==> src/rtl/sfs_pkg.sv <==
// Package for the sequence feature statistics block.
// Holds widths, the sequencer state type and the sample and result payload structs.
// No dependencies.
package sfs_pkg;

    localparam int MAX_FRAMES = 4096;

    localparam int SMP_W  = 16;
    localparam int THR_W  = 15;
    localparam int CNT_W  = 13;
    localparam int TURN_W = 12;
    localparam int SUM_W  = 29;
    localparam int ABS_W  = 28;
    localparam int SQ_W   = 43;
    localparam int NUM_W  = 55;
    localparam int DP_W   = 56;
    localparam int STEP_W = 6;
    localparam int VAR_W  = 31;

    localparam logic [THR_W-1:0] THR_RESET = THR_W'(410);

    typedef enum logic [3:0] {
        ST_IDLE,
        ST_UPD,
        ST_SQA,
        ST_MD_SET,
        ST_MD_RUN,
        ST_M1_SET,
        ST_M1_RUN,
        ST_M2_SET,
        ST_M2_RUN,
        ST_SUB,
        ST_M3_SET,
        ST_M3_RUN,
        ST_VD_SET,
        ST_VD_RUN,
        ST_DONE
    } state_t;

    typedef struct packed {
        logic signed [SMP_W-1:0] sample;
        logic                    last;
    } smp_t;

    typedef struct packed {
        logic signed [SMP_W-1:0] mean_value;
        logic [VAR_W-1:0]        variance_value;
        logic [SMP_W-1:0]        value_range;
        logic [TURN_W-1:0]       turn_count;
        logic [CNT_W-1:0]        sample_count;
        logic                    overflow;
    } res_t;

endpackage

==> src/rtl/sequence_feature_statistics_unit.sv <==
// Top level of the sequence feature statistics block.
// Depends on sfs_pkg for widths, state type and sample and result structs.

// Each sample request goes through acceptance, the tracker and min/max update
// with a 16x16 square, then the sum-of-squares add. A sample that carries the
// last mark is followed by a run in which one shared 56-bit add/subtract unit,
// one bit a cycle, performs the mean division (28 steps), n*sumsq (13),
// sum^2 (28), the numerator subtract, n^2 (13) and the variance division (55).
// The result sits in an output register; the next sequence may start while it
// waits to be taken.
module sequence_feature_statistics_unit
(
    input  logic                     clk,
    input  logic                     rst_n,
    input  logic                     smp_valid,
    output logic                     smp_ready,
    input  sfs_pkg::smp_t            smp_data,
    output logic                     res_valid,
    input  logic                     res_ready,
    output sfs_pkg::res_t            res_data,
    input  logic                     cfg_valid,
    output logic                     cfg_ready,
    input  logic [sfs_pkg::THR_W-1:0] cfg_data
);

    sfs_pkg::state_t state_reg, state_next;

    logic [sfs_pkg::THR_W-1:0]         thr_reg;
    logic [sfs_pkg::CNT_W-1:0]         count_reg;
    logic signed [sfs_pkg::SUM_W-1:0]  sum_reg;
    logic [sfs_pkg::SQ_W-1:0]          sumsq_reg;
    logic signed [sfs_pkg::SMP_W-1:0]  min_reg;
    logic signed [sfs_pkg::SMP_W-1:0]  max_reg;
    logic signed [sfs_pkg::SMP_W-1:0]  ref_reg;
    logic signed [sfs_pkg::SMP_W-1:0]  piv_reg;
    logic                              piv_vld_reg;
    logic [sfs_pkg::TURN_W-1:0]        turns_reg;
    logic                              ovf_reg;
    logic                              res_valid_reg;

    logic signed [sfs_pkg::SMP_W-1:0]  smp_reg;
    logic                              last_reg;
    logic                              take_reg;
    logic [2*sfs_pkg::SMP_W-1:0]       sq_reg;
    logic [sfs_pkg::DP_W-1:0]          acc_reg;
    logic [sfs_pkg::DP_W-1:0]          shf_reg;
    logic [sfs_pkg::DP_W-1:0]          opd_reg;
    logic [sfs_pkg::STEP_W-1:0]        cnt_reg;
    logic [sfs_pkg::NUM_W-1:0]         t1_reg;
    logic [sfs_pkg::SMP_W-1:0]         mean_reg;
    sfs_pkg::res_t                     res_reg;

    logic div_mode;
    logic mul_mode;
    logic sub_mode;
    logic out_load;

    logic [sfs_pkg::DP_W-1:0]   add_x;
    logic [sfs_pkg::DP_W-1:0]   add_y;
    logic [sfs_pkg::DP_W:0]     add_sum;
    logic                       add_sub;

    logic [sfs_pkg::ABS_W-1:0]  abs_sum;
    logic signed [sfs_pkg::SMP_W:0] move;
    logic signed [sfs_pkg::SMP_W:0] prev;
    logic [sfs_pkg::SMP_W:0]    mag;
    logic                       is_move;
    logic                       is_rev;
    logic                       last_step;
    logic [sfs_pkg::SMP_W-1:0]  q_mean;

    assign cfg_ready = 1'b1;
    assign res_valid = res_valid_reg;
    assign res_data  = res_reg;

    assign abs_sum = sum_reg[sfs_pkg::SUM_W-1] ? sfs_pkg::ABS_W'(-sum_reg)
                                               : sfs_pkg::ABS_W'(sum_reg);

    // hysteretic turn tracker
    assign move    = {smp_reg[sfs_pkg::SMP_W-1], smp_reg} - {ref_reg[sfs_pkg::SMP_W-1], ref_reg};
    assign prev    = {ref_reg[sfs_pkg::SMP_W-1], ref_reg} - {piv_reg[sfs_pkg::SMP_W-1], piv_reg};
    assign mag     = move[sfs_pkg::SMP_W] ? (~move + 1'b1) : move;
    assign is_move = mag >= {2'b00, thr_reg};
    assign is_rev  = (prev > 0 && move < 0) || (prev < 0 && move > 0);

    assign last_step = cnt_reg == sfs_pkg::STEP_W'(1);
    assign q_mean    = shf_reg[sfs_pkg::SMP_W-1:0];

    // shared add/subtract unit
    assign add_sub = div_mode | sub_mode;

    always_comb
    begin
        if (sub_mode)
        begin
            add_x = {1'b0, t1_reg};
            add_y = acc_reg;
        end
        else
        begin
            add_x = {acc_reg[sfs_pkg::DP_W-2:0], div_mode & shf_reg[sfs_pkg::DP_W-1]};
            if (mul_mode)
                add_y = shf_reg[sfs_pkg::DP_W-1] ? opd_reg : '0;
            else
                add_y = opd_reg;
        end
    end

    assign add_sum = {1'b0, add_x} + {1'b0, (add_sub ? ~add_y : add_y)}
                   + {{sfs_pkg::DP_W{1'b0}}, add_sub};

    // next state
    always_comb
    begin
        state_next = state_reg;
        case (state_reg)
            sfs_pkg::ST_IDLE:   if (smp_valid) state_next = sfs_pkg::ST_UPD;
            sfs_pkg::ST_UPD:    state_next = sfs_pkg::ST_SQA;
            sfs_pkg::ST_SQA:    state_next = last_reg ? sfs_pkg::ST_MD_SET : sfs_pkg::ST_IDLE;
            sfs_pkg::ST_MD_SET: state_next = sfs_pkg::ST_MD_RUN;
            sfs_pkg::ST_MD_RUN: if (last_step) state_next = sfs_pkg::ST_M1_SET;
            sfs_pkg::ST_M1_SET: state_next = sfs_pkg::ST_M1_RUN;
            sfs_pkg::ST_M1_RUN: if (last_step) state_next = sfs_pkg::ST_M2_SET;
            sfs_pkg::ST_M2_SET: state_next = sfs_pkg::ST_M2_RUN;
            sfs_pkg::ST_M2_RUN: if (last_step) state_next = sfs_pkg::ST_SUB;
            sfs_pkg::ST_SUB:    state_next = sfs_pkg::ST_M3_SET;
            sfs_pkg::ST_M3_SET: state_next = sfs_pkg::ST_M3_RUN;
            sfs_pkg::ST_M3_RUN: if (last_step) state_next = sfs_pkg::ST_VD_SET;
            sfs_pkg::ST_VD_SET: state_next = sfs_pkg::ST_VD_RUN;
            sfs_pkg::ST_VD_RUN: if (last_step) state_next = sfs_pkg::ST_DONE;
            sfs_pkg::ST_DONE:   if (!res_valid_reg || res_ready) state_next = sfs_pkg::ST_IDLE;
            default:            state_next = sfs_pkg::ST_IDLE;
        endcase
    end

    // sequencer outputs
    always_comb
    begin
        smp_ready = 1'b0;
        div_mode  = 1'b0;
        mul_mode  = 1'b0;
        sub_mode  = 1'b0;
        out_load  = 1'b0;
        case (state_reg)
            sfs_pkg::ST_IDLE:   smp_ready = 1'b1;
            sfs_pkg::ST_MD_RUN: div_mode  = 1'b1;
            sfs_pkg::ST_VD_RUN: div_mode  = 1'b1;
            sfs_pkg::ST_M1_RUN: mul_mode  = 1'b1;
            sfs_pkg::ST_M2_RUN: mul_mode  = 1'b1;
            sfs_pkg::ST_M3_RUN: mul_mode  = 1'b1;
            sfs_pkg::ST_SUB:    sub_mode  = 1'b1;
            sfs_pkg::ST_DONE:   out_load  = !res_valid_reg || res_ready;
            default:            smp_ready = 1'b0;
        endcase
    end

    always_ff @(posedge clk or negedge rst_n)
    begin
        if (!rst_n)
        begin
            state_reg     <= sfs_pkg::ST_IDLE;
            thr_reg       <= sfs_pkg::THR_RESET;
            count_reg     <= '0;
            sum_reg       <= '0;
            sumsq_reg     <= '0;
            min_reg       <= '0;
            max_reg       <= '0;
            ref_reg       <= '0;
            piv_reg       <= '0;
            piv_vld_reg   <= 1'b0;
            turns_reg     <= '0;
            ovf_reg       <= 1'b0;
            res_valid_reg <= 1'b0;
        end
        else
        begin
            state_reg <= state_next;
            if (cfg_valid)
                thr_reg <= cfg_data;
            if (res_valid_reg && res_ready && !out_load)
                res_valid_reg <= 1'b0;

            case (state_reg)
                sfs_pkg::ST_UPD:
                begin
                    if (count_reg < sfs_pkg::CNT_W'(sfs_pkg::MAX_FRAMES))
                    begin
                        if (count_reg == '0)
                        begin
                            min_reg <= smp_reg;
                            max_reg <= smp_reg;
                            ref_reg <= smp_reg;
                        end
                        else
                        begin
                            if (smp_reg < min_reg)
                                min_reg <= smp_reg;
                            if (smp_reg > max_reg)
                                max_reg <= smp_reg;
                            if (is_move)
                            begin
                                if (piv_vld_reg && is_rev && turns_reg != '1)
                                    turns_reg <= turns_reg + 1'b1;
                                piv_reg     <= ref_reg;
                                piv_vld_reg <= 1'b1;
                                ref_reg     <= smp_reg;
                            end
                        end
                        sum_reg   <= sum_reg + sfs_pkg::SUM_W'(smp_reg);
                        count_reg <= count_reg + 1'b1;
                    end
                    else
                    begin
                        ovf_reg <= 1'b1;
                    end
                end
                sfs_pkg::ST_SQA:
                begin
                    if (take_reg)
                        sumsq_reg <= sumsq_reg + sfs_pkg::SQ_W'(sq_reg);
                end
                sfs_pkg::ST_DONE:
                begin
                    if (out_load)
                    begin
                        res_valid_reg <= 1'b1;
                        count_reg     <= '0;
                        sum_reg       <= '0;
                        sumsq_reg     <= '0;
                        min_reg       <= '0;
                        max_reg       <= '0;
                        ref_reg       <= '0;
                        piv_reg       <= '0;
                        piv_vld_reg   <= 1'b0;
                        turns_reg     <= '0;
                        ovf_reg       <= 1'b0;
                    end
                end
                default:
                begin
                end
            endcase
        end
    end

    // datapath scratch, no reset
    always_ff @(posedge clk)
    begin
        case (state_reg)
            sfs_pkg::ST_IDLE:
            begin
                smp_reg  <= smp_data.sample;
                last_reg <= smp_data.last;
            end
            sfs_pkg::ST_UPD:
            begin
                take_reg <= count_reg < sfs_pkg::CNT_W'(sfs_pkg::MAX_FRAMES);
                sq_reg   <= unsigned'((2*sfs_pkg::SMP_W)'(smp_reg)
                                      * (2*sfs_pkg::SMP_W)'(smp_reg));
            end
            sfs_pkg::ST_MD_SET:
            begin
                acc_reg <= '0;
                opd_reg <= sfs_pkg::DP_W'(count_reg);
                shf_reg <= {abs_sum, {(sfs_pkg::DP_W-sfs_pkg::ABS_W){1'b0}}};
                cnt_reg <= sfs_pkg::STEP_W'(sfs_pkg::ABS_W);
            end
            sfs_pkg::ST_M1_SET:
            begin
                mean_reg <= sum_reg[sfs_pkg::SUM_W-1] ? (~q_mean + 1'b1) : q_mean;
                acc_reg  <= '0;
                opd_reg  <= sfs_pkg::DP_W'(sumsq_reg);
                shf_reg  <= {count_reg, {(sfs_pkg::DP_W-sfs_pkg::CNT_W){1'b0}}};
                cnt_reg  <= sfs_pkg::STEP_W'(sfs_pkg::CNT_W);
            end
            sfs_pkg::ST_M2_SET:
            begin
                t1_reg  <= acc_reg[sfs_pkg::NUM_W-1:0];
                acc_reg <= '0;
                opd_reg <= sfs_pkg::DP_W'(abs_sum);
                shf_reg <= {abs_sum, {(sfs_pkg::DP_W-sfs_pkg::ABS_W){1'b0}}};
                cnt_reg <= sfs_pkg::STEP_W'(sfs_pkg::ABS_W);
            end
            sfs_pkg::ST_SUB:
            begin
                t1_reg <= add_sum[sfs_pkg::NUM_W-1:0];
            end
            sfs_pkg::ST_M3_SET:
            begin
                acc_reg <= '0;
                opd_reg <= sfs_pkg::DP_W'(count_reg);
                shf_reg <= {count_reg, {(sfs_pkg::DP_W-sfs_pkg::CNT_W){1'b0}}};
                cnt_reg <= sfs_pkg::STEP_W'(sfs_pkg::CNT_W);
            end
            sfs_pkg::ST_VD_SET:
            begin
                opd_reg <= acc_reg;
                acc_reg <= '0;
                shf_reg <= {t1_reg, {(sfs_pkg::DP_W-sfs_pkg::NUM_W){1'b0}}};
                cnt_reg <= sfs_pkg::STEP_W'(sfs_pkg::NUM_W);
            end
            sfs_pkg::ST_MD_RUN, sfs_pkg::ST_VD_RUN:
            begin
                // restoring divide, one quotient bit a cycle
                acc_reg <= add_sum[sfs_pkg::DP_W] ? add_sum[sfs_pkg::DP_W-1:0] : add_x;
                shf_reg <= {shf_reg[sfs_pkg::DP_W-2:0], add_sum[sfs_pkg::DP_W]};
                cnt_reg <= cnt_reg - 1'b1;
            end
            sfs_pkg::ST_M1_RUN, sfs_pkg::ST_M2_RUN, sfs_pkg::ST_M3_RUN:
            begin
                // shift-add multiply, multiplier msb first
                acc_reg <= add_sum[sfs_pkg::DP_W-1:0];
                shf_reg <= {shf_reg[sfs_pkg::DP_W-2:0], 1'b0};
                cnt_reg <= cnt_reg - 1'b1;
            end
            sfs_pkg::ST_DONE:
            begin
                if (out_load)
                begin
                    res_reg.mean_value <= mean_reg;
                    if (|shf_reg[sfs_pkg::NUM_W-1:sfs_pkg::VAR_W])
                        res_reg.variance_value <= '1;
                    else
                        res_reg.variance_value <= shf_reg[sfs_pkg::VAR_W-1:0];
                    res_reg.value_range  <= max_reg - min_reg;
                    res_reg.turn_count   <= turns_reg;
                    res_reg.sample_count <= count_reg;
                    res_reg.overflow     <= ovf_reg;
                end
            end
            default:
            begin
            end
        endcase
    end

`ifndef ASSERT_OFF
    a_rose_from_done: assert property (@(posedge clk) disable iff (!rst_n)
        $rose(res_valid) |-> $past(state_reg == sfs_pkg::ST_DONE))
        else $error("result raised outside the final state");

    a_count_cap: assert property (@(posedge clk) disable iff (!rst_n)
        count_reg <= sfs_pkg::CNT_W'(sfs_pkg::MAX_FRAMES))
        else $error("sample count beyond capacity");

    a_busy_after_request: assert property (@(posedge clk) disable iff (!rst_n)
        (smp_valid && smp_ready) |=> !smp_ready)
        else $error("request taken while previous one in progress");

    a_min_le_max: assert property (@(posedge clk) disable iff (!rst_n)
        (count_reg != '0) |-> (min_reg <= max_reg))
        else $error("minimum above maximum");
`endif

endmodule
==> config.mk <==
export PLATFORM = sky130hd
export DESIGN_NAME = sequence_feature_statistics_unit
export DESIGN_NICKNAME = d
export VERILOG_FILES = /design/src/rtl/sfs_pkg.sv /design/src/rtl/sequence_feature_statistics_unit.sv
export SDC_FILE = /design/constraint.sdc
export NUM_CORES = 2
export LEC_CHECK = 0
export BUFFER_PORTS_ARGS = -buffer_cell sky130_fd_sc_hd__buf_4
export CAP_MARGIN = 10
export CORE_MARGIN = 3
export CORE_UTILIZATION = 50
export DETAILED_ROUTE_END_ITERATION = 6
export GPL_ROUTABILITY_DRIVEN = 1
export PLACE_DENSITY = 0.66
export SYNTH_ARGS = -nofsm -noshare
export SYNTH_HDL_FRONTEND = slang
export SYNTH_SLANG_ARGS = --single-unit
==> constraint.sdc <==
create_clock -name clk -period 20.2 [get_ports clk]
set_input_delay 2.02 -clock clk [delete_from_list [all_inputs] [get_ports clk]]
set_output_delay 2.02 -clock clk [all_outputs]
set_load 0.02 [all_outputs]
==> metrics.cfg <==
[run_status]
status = complete, but fails checks
failed_checks = design-rule violations

[clocking]
hold_buffers = 0
clk_path_buf_depth = 3
cts_tree = yes
cts_root_buffer = clkbuf_16
cts_resized = 0
cts_setup_buffers = 0
htree_levels = 3
cts_buffers = 69
clk_pin_slew_worst_paths_ns = 0.05
cts_num_sinks = 566
clk_latency_ns = 0.63

[pwr]
p_sw_uw = 542
ir_drop_v = 0.0000547
swShare_pct = 21.3
leakage_uw = 0.0213
clkPwrFrac_pct = 50.6
pwr-share-comb_pct = 0.9
intPower_uw = 2000
p_per_area_mw_per_mm2 = 53.2
seq_power_share_pct = 48.5

[sta]
fin_crit_sh_pct = 38.0
worstMarginPinSlew_ns = 1.05
finalSetupTns_ns = 0
relSlewSlack_pct = 29.8
post-route-min-period_ns = 7.67
final_max_slew_viol_count = 0
final_hold_viol_count = 0
rsz0062_at_grt = no
fin_skew_ns = 0.0305
max_freq_mhz = 130
setup_violations = 0

[routing]
vias_per_cell = 5.82
routedWlPerCell_um = 20.4
drt_wl_total_um = 118000
drt_iter0_markers = 2456
detail-route-antenna-nets = 0
drc = 9
drt-pass1-iter-count = 7
vias = 33600

[final_layout]
fillers = 7685
syn_to_final_growth_pct = 10.3
final_cell_mix = nand2_1 (581), inv_1 (491), edfxtp_1 (383)
layout_commonest_cell = nand2_1
layout.nets = 5161
largest_reg_flops = 89
num_antenna_cells = 0
finish.utilization_pct = 55.8
drive_gt1_share_pct = 7.94

[floorplanning]
core_area_mm2 = 0.0855
ios = 129
start_util_pct = 50.6
die_x_um = 300
std_cell_rows = 107
die_y_um = 300
die_area_mm2 = 0.0901

[grt]
grt_max_degree = 81
antenna_found_initial = 0
grt_overflow = 0
grt_pass1_wl_um = 188000
first_global_vias = 33500
grt_util_all_layers_pct = 26.4

[worst_hold_path]
hp-class = register to register

[logic_synthesis]
synth_cell_types = 96
synth_top_flop_cell = edfxtp_1
syn-num-nets = 5107
async_flop_share_pct = 32.3
avgSynthCellArea_um2 = 9.57
ys_ff_latch = 566
yosysWarningCount = 0
syn-cell-area_mm2 = 0.0433
synth_cells = 4523
synth_edf_count = 383
ys_seq_area_share_pct = 37.2

[placed_design]
gp_congestion = 0.969
portBuffers = 127
place_hpwl_um = 88000

[critical_path]
cp.required_ns = 20.54
cp.arrival_ns = 8.01
crit_type = register to register
critPathMaxFanout = 18
cp-end-kind = register
cp-start-kind = register

[flow_run]
cap_violations = 0

[logic make-up after synthesis]
family          synth area share (%)
mux                            0.723
other cells                  0.00866
fa+ha+maj                       19.9
simple gates                    13.8
buf+inv                         6.08
compound gates                  16.7
flops                           37.2
xor+xnor                        5.58
[metrics by stage]
step           instance area, um^2  instances  total power, uW  hold slack, ns  setup WS, ns
2_1_floorplan                43300       4523             1260           0.400         13.32
3_3_place_gp                 45400       5650             1280           0.401         12.81
3_5_place_dp                 45400       5650             1280           0.405         12.61
4_1_cts                      47800       5776             2560           0.419         12.59
5_1_grt                      47800       5776             2610           0.425         12.00
6_report                     47800       5776             2540           0.417         12.53
[path summary, 6_finish.rpt]
| path | to | slack [ns] | startpoint | depth (start not counted) |
|---|---|---|---|---|
| hold reg to reg | res_data[85] | 0.42 | mean_reg[12] | 0 |
| min in group asynchronous | thr_reg[11] | 1.38 | rst_n | 1 |
| setup reg to reg | sq_reg[30] | 12.53 | smp_reg[1] | 24 |
| setup / recovery | sq_reg[30] | 12.53 | smp_reg[1] | 24 |
| max in group asynchronous | sumsq_reg[26] | 16.79 | rst_n | 3 |
| hold / removal | res_data[85] | 0.42 | mean_reg[12] | 0 |
[cell usage after synthesis, types with 20 or more instances]
master / count / area, um^2
inv_1: 491 / 1840
nand3_1: 112 / 561
a22oi_1: 34 / 255
and3_1: 35 / 219
nand4_1: 28 / 175
a21oi_1: 198 / 991
nor2_1: 243 / 912
edfxtp_1: 383 / 11500
nor3_1: 46 / 230
buf_1: 30 / 113
fa_1: 238 / 4760
o21ai_0: 370 / 1850
nor2b_1: 37 / 231
a31oi_1: 24 / 150
o221ai_1: 27 / 236
or3_1: 49 / 307
dfrtp_1: 178 / 4450
o31ai_1: 47 / 353
o21a_1: 35 / 263
and2_1: 48 / 300
ha_1: 309 / 3870
clkbuf_1: 154 / 578
a22o_1: 70 / 613
xnor2_1: 161 / 1410
xor2_1: 111 / 972
a221oi_1: 20 / 175
nand2b_1: 49 / 307
a21o_1: 106 / 796
nand2_1: 584 / 2190
[critical path, cell delays in order (launching register included)]
cell and delay (ns):
edfxtp_1 0.77, inv_1 0.44, nor2_1 0.33, fa_1 0.43
inv_1 0.08, fa_1 0.43, fa_1 0.48, fa_1 0.49
inv_1 0.06, fa_1 0.53, inv_1 0.05, fa_1 0.53
inv_1 0.04, ha_1 0.35, a21o_1 0.18, a21oi_1 0.22
o21ai_0 0.12, a31oi_1 0.28, o211a_1 0.27, o21ai_0 0.18
o31ai_1 0.38, nand2_1 0.13, a221oi_1 0.34, a21oi_1 0.13
xor2_1 0.17
[power groups by stage]
stage | logic, uW | clock network [uW] | registers [uW]
after floorplan | 7.40 | 0 | 1260
after global placement | 22.7 | 0 | 1260
after detailed placement | 23.1 | 0 | 1260
after CTS | 23.3 | 1310 | 1230
after global routing | 26.3 | 1350 | 1230
final | 22.5 | 1290 | 1230
[metal layers]
layer  share of wire (%)  GRT usage [%]
met2                  47           43.3
met4                 5.1           11.9
met3                 5.6           3.23
met5                   0              0
met1                  43           35.2
[area by class of cell]
| type | instances | area (um^2) | area share, % |
|---|---|---|---|
| Sequential cell | 566 | 16100 | 33.7 |
| Tap cell | 1144 | 1430 | 3.00 |
| Clock buffer | 93 | 1980 | 4.15 |
| Timing Repair Buffer | 180 | 1360 | 2.84 |
| Inverter | 497 | 1870 | 3.91 |
| Multi-Input combinational cell | 3263 | 24700 | 51.7 |
| Clock inverter | 33 | 358 | 0.749 |
(Power assumes the default switching activity.)
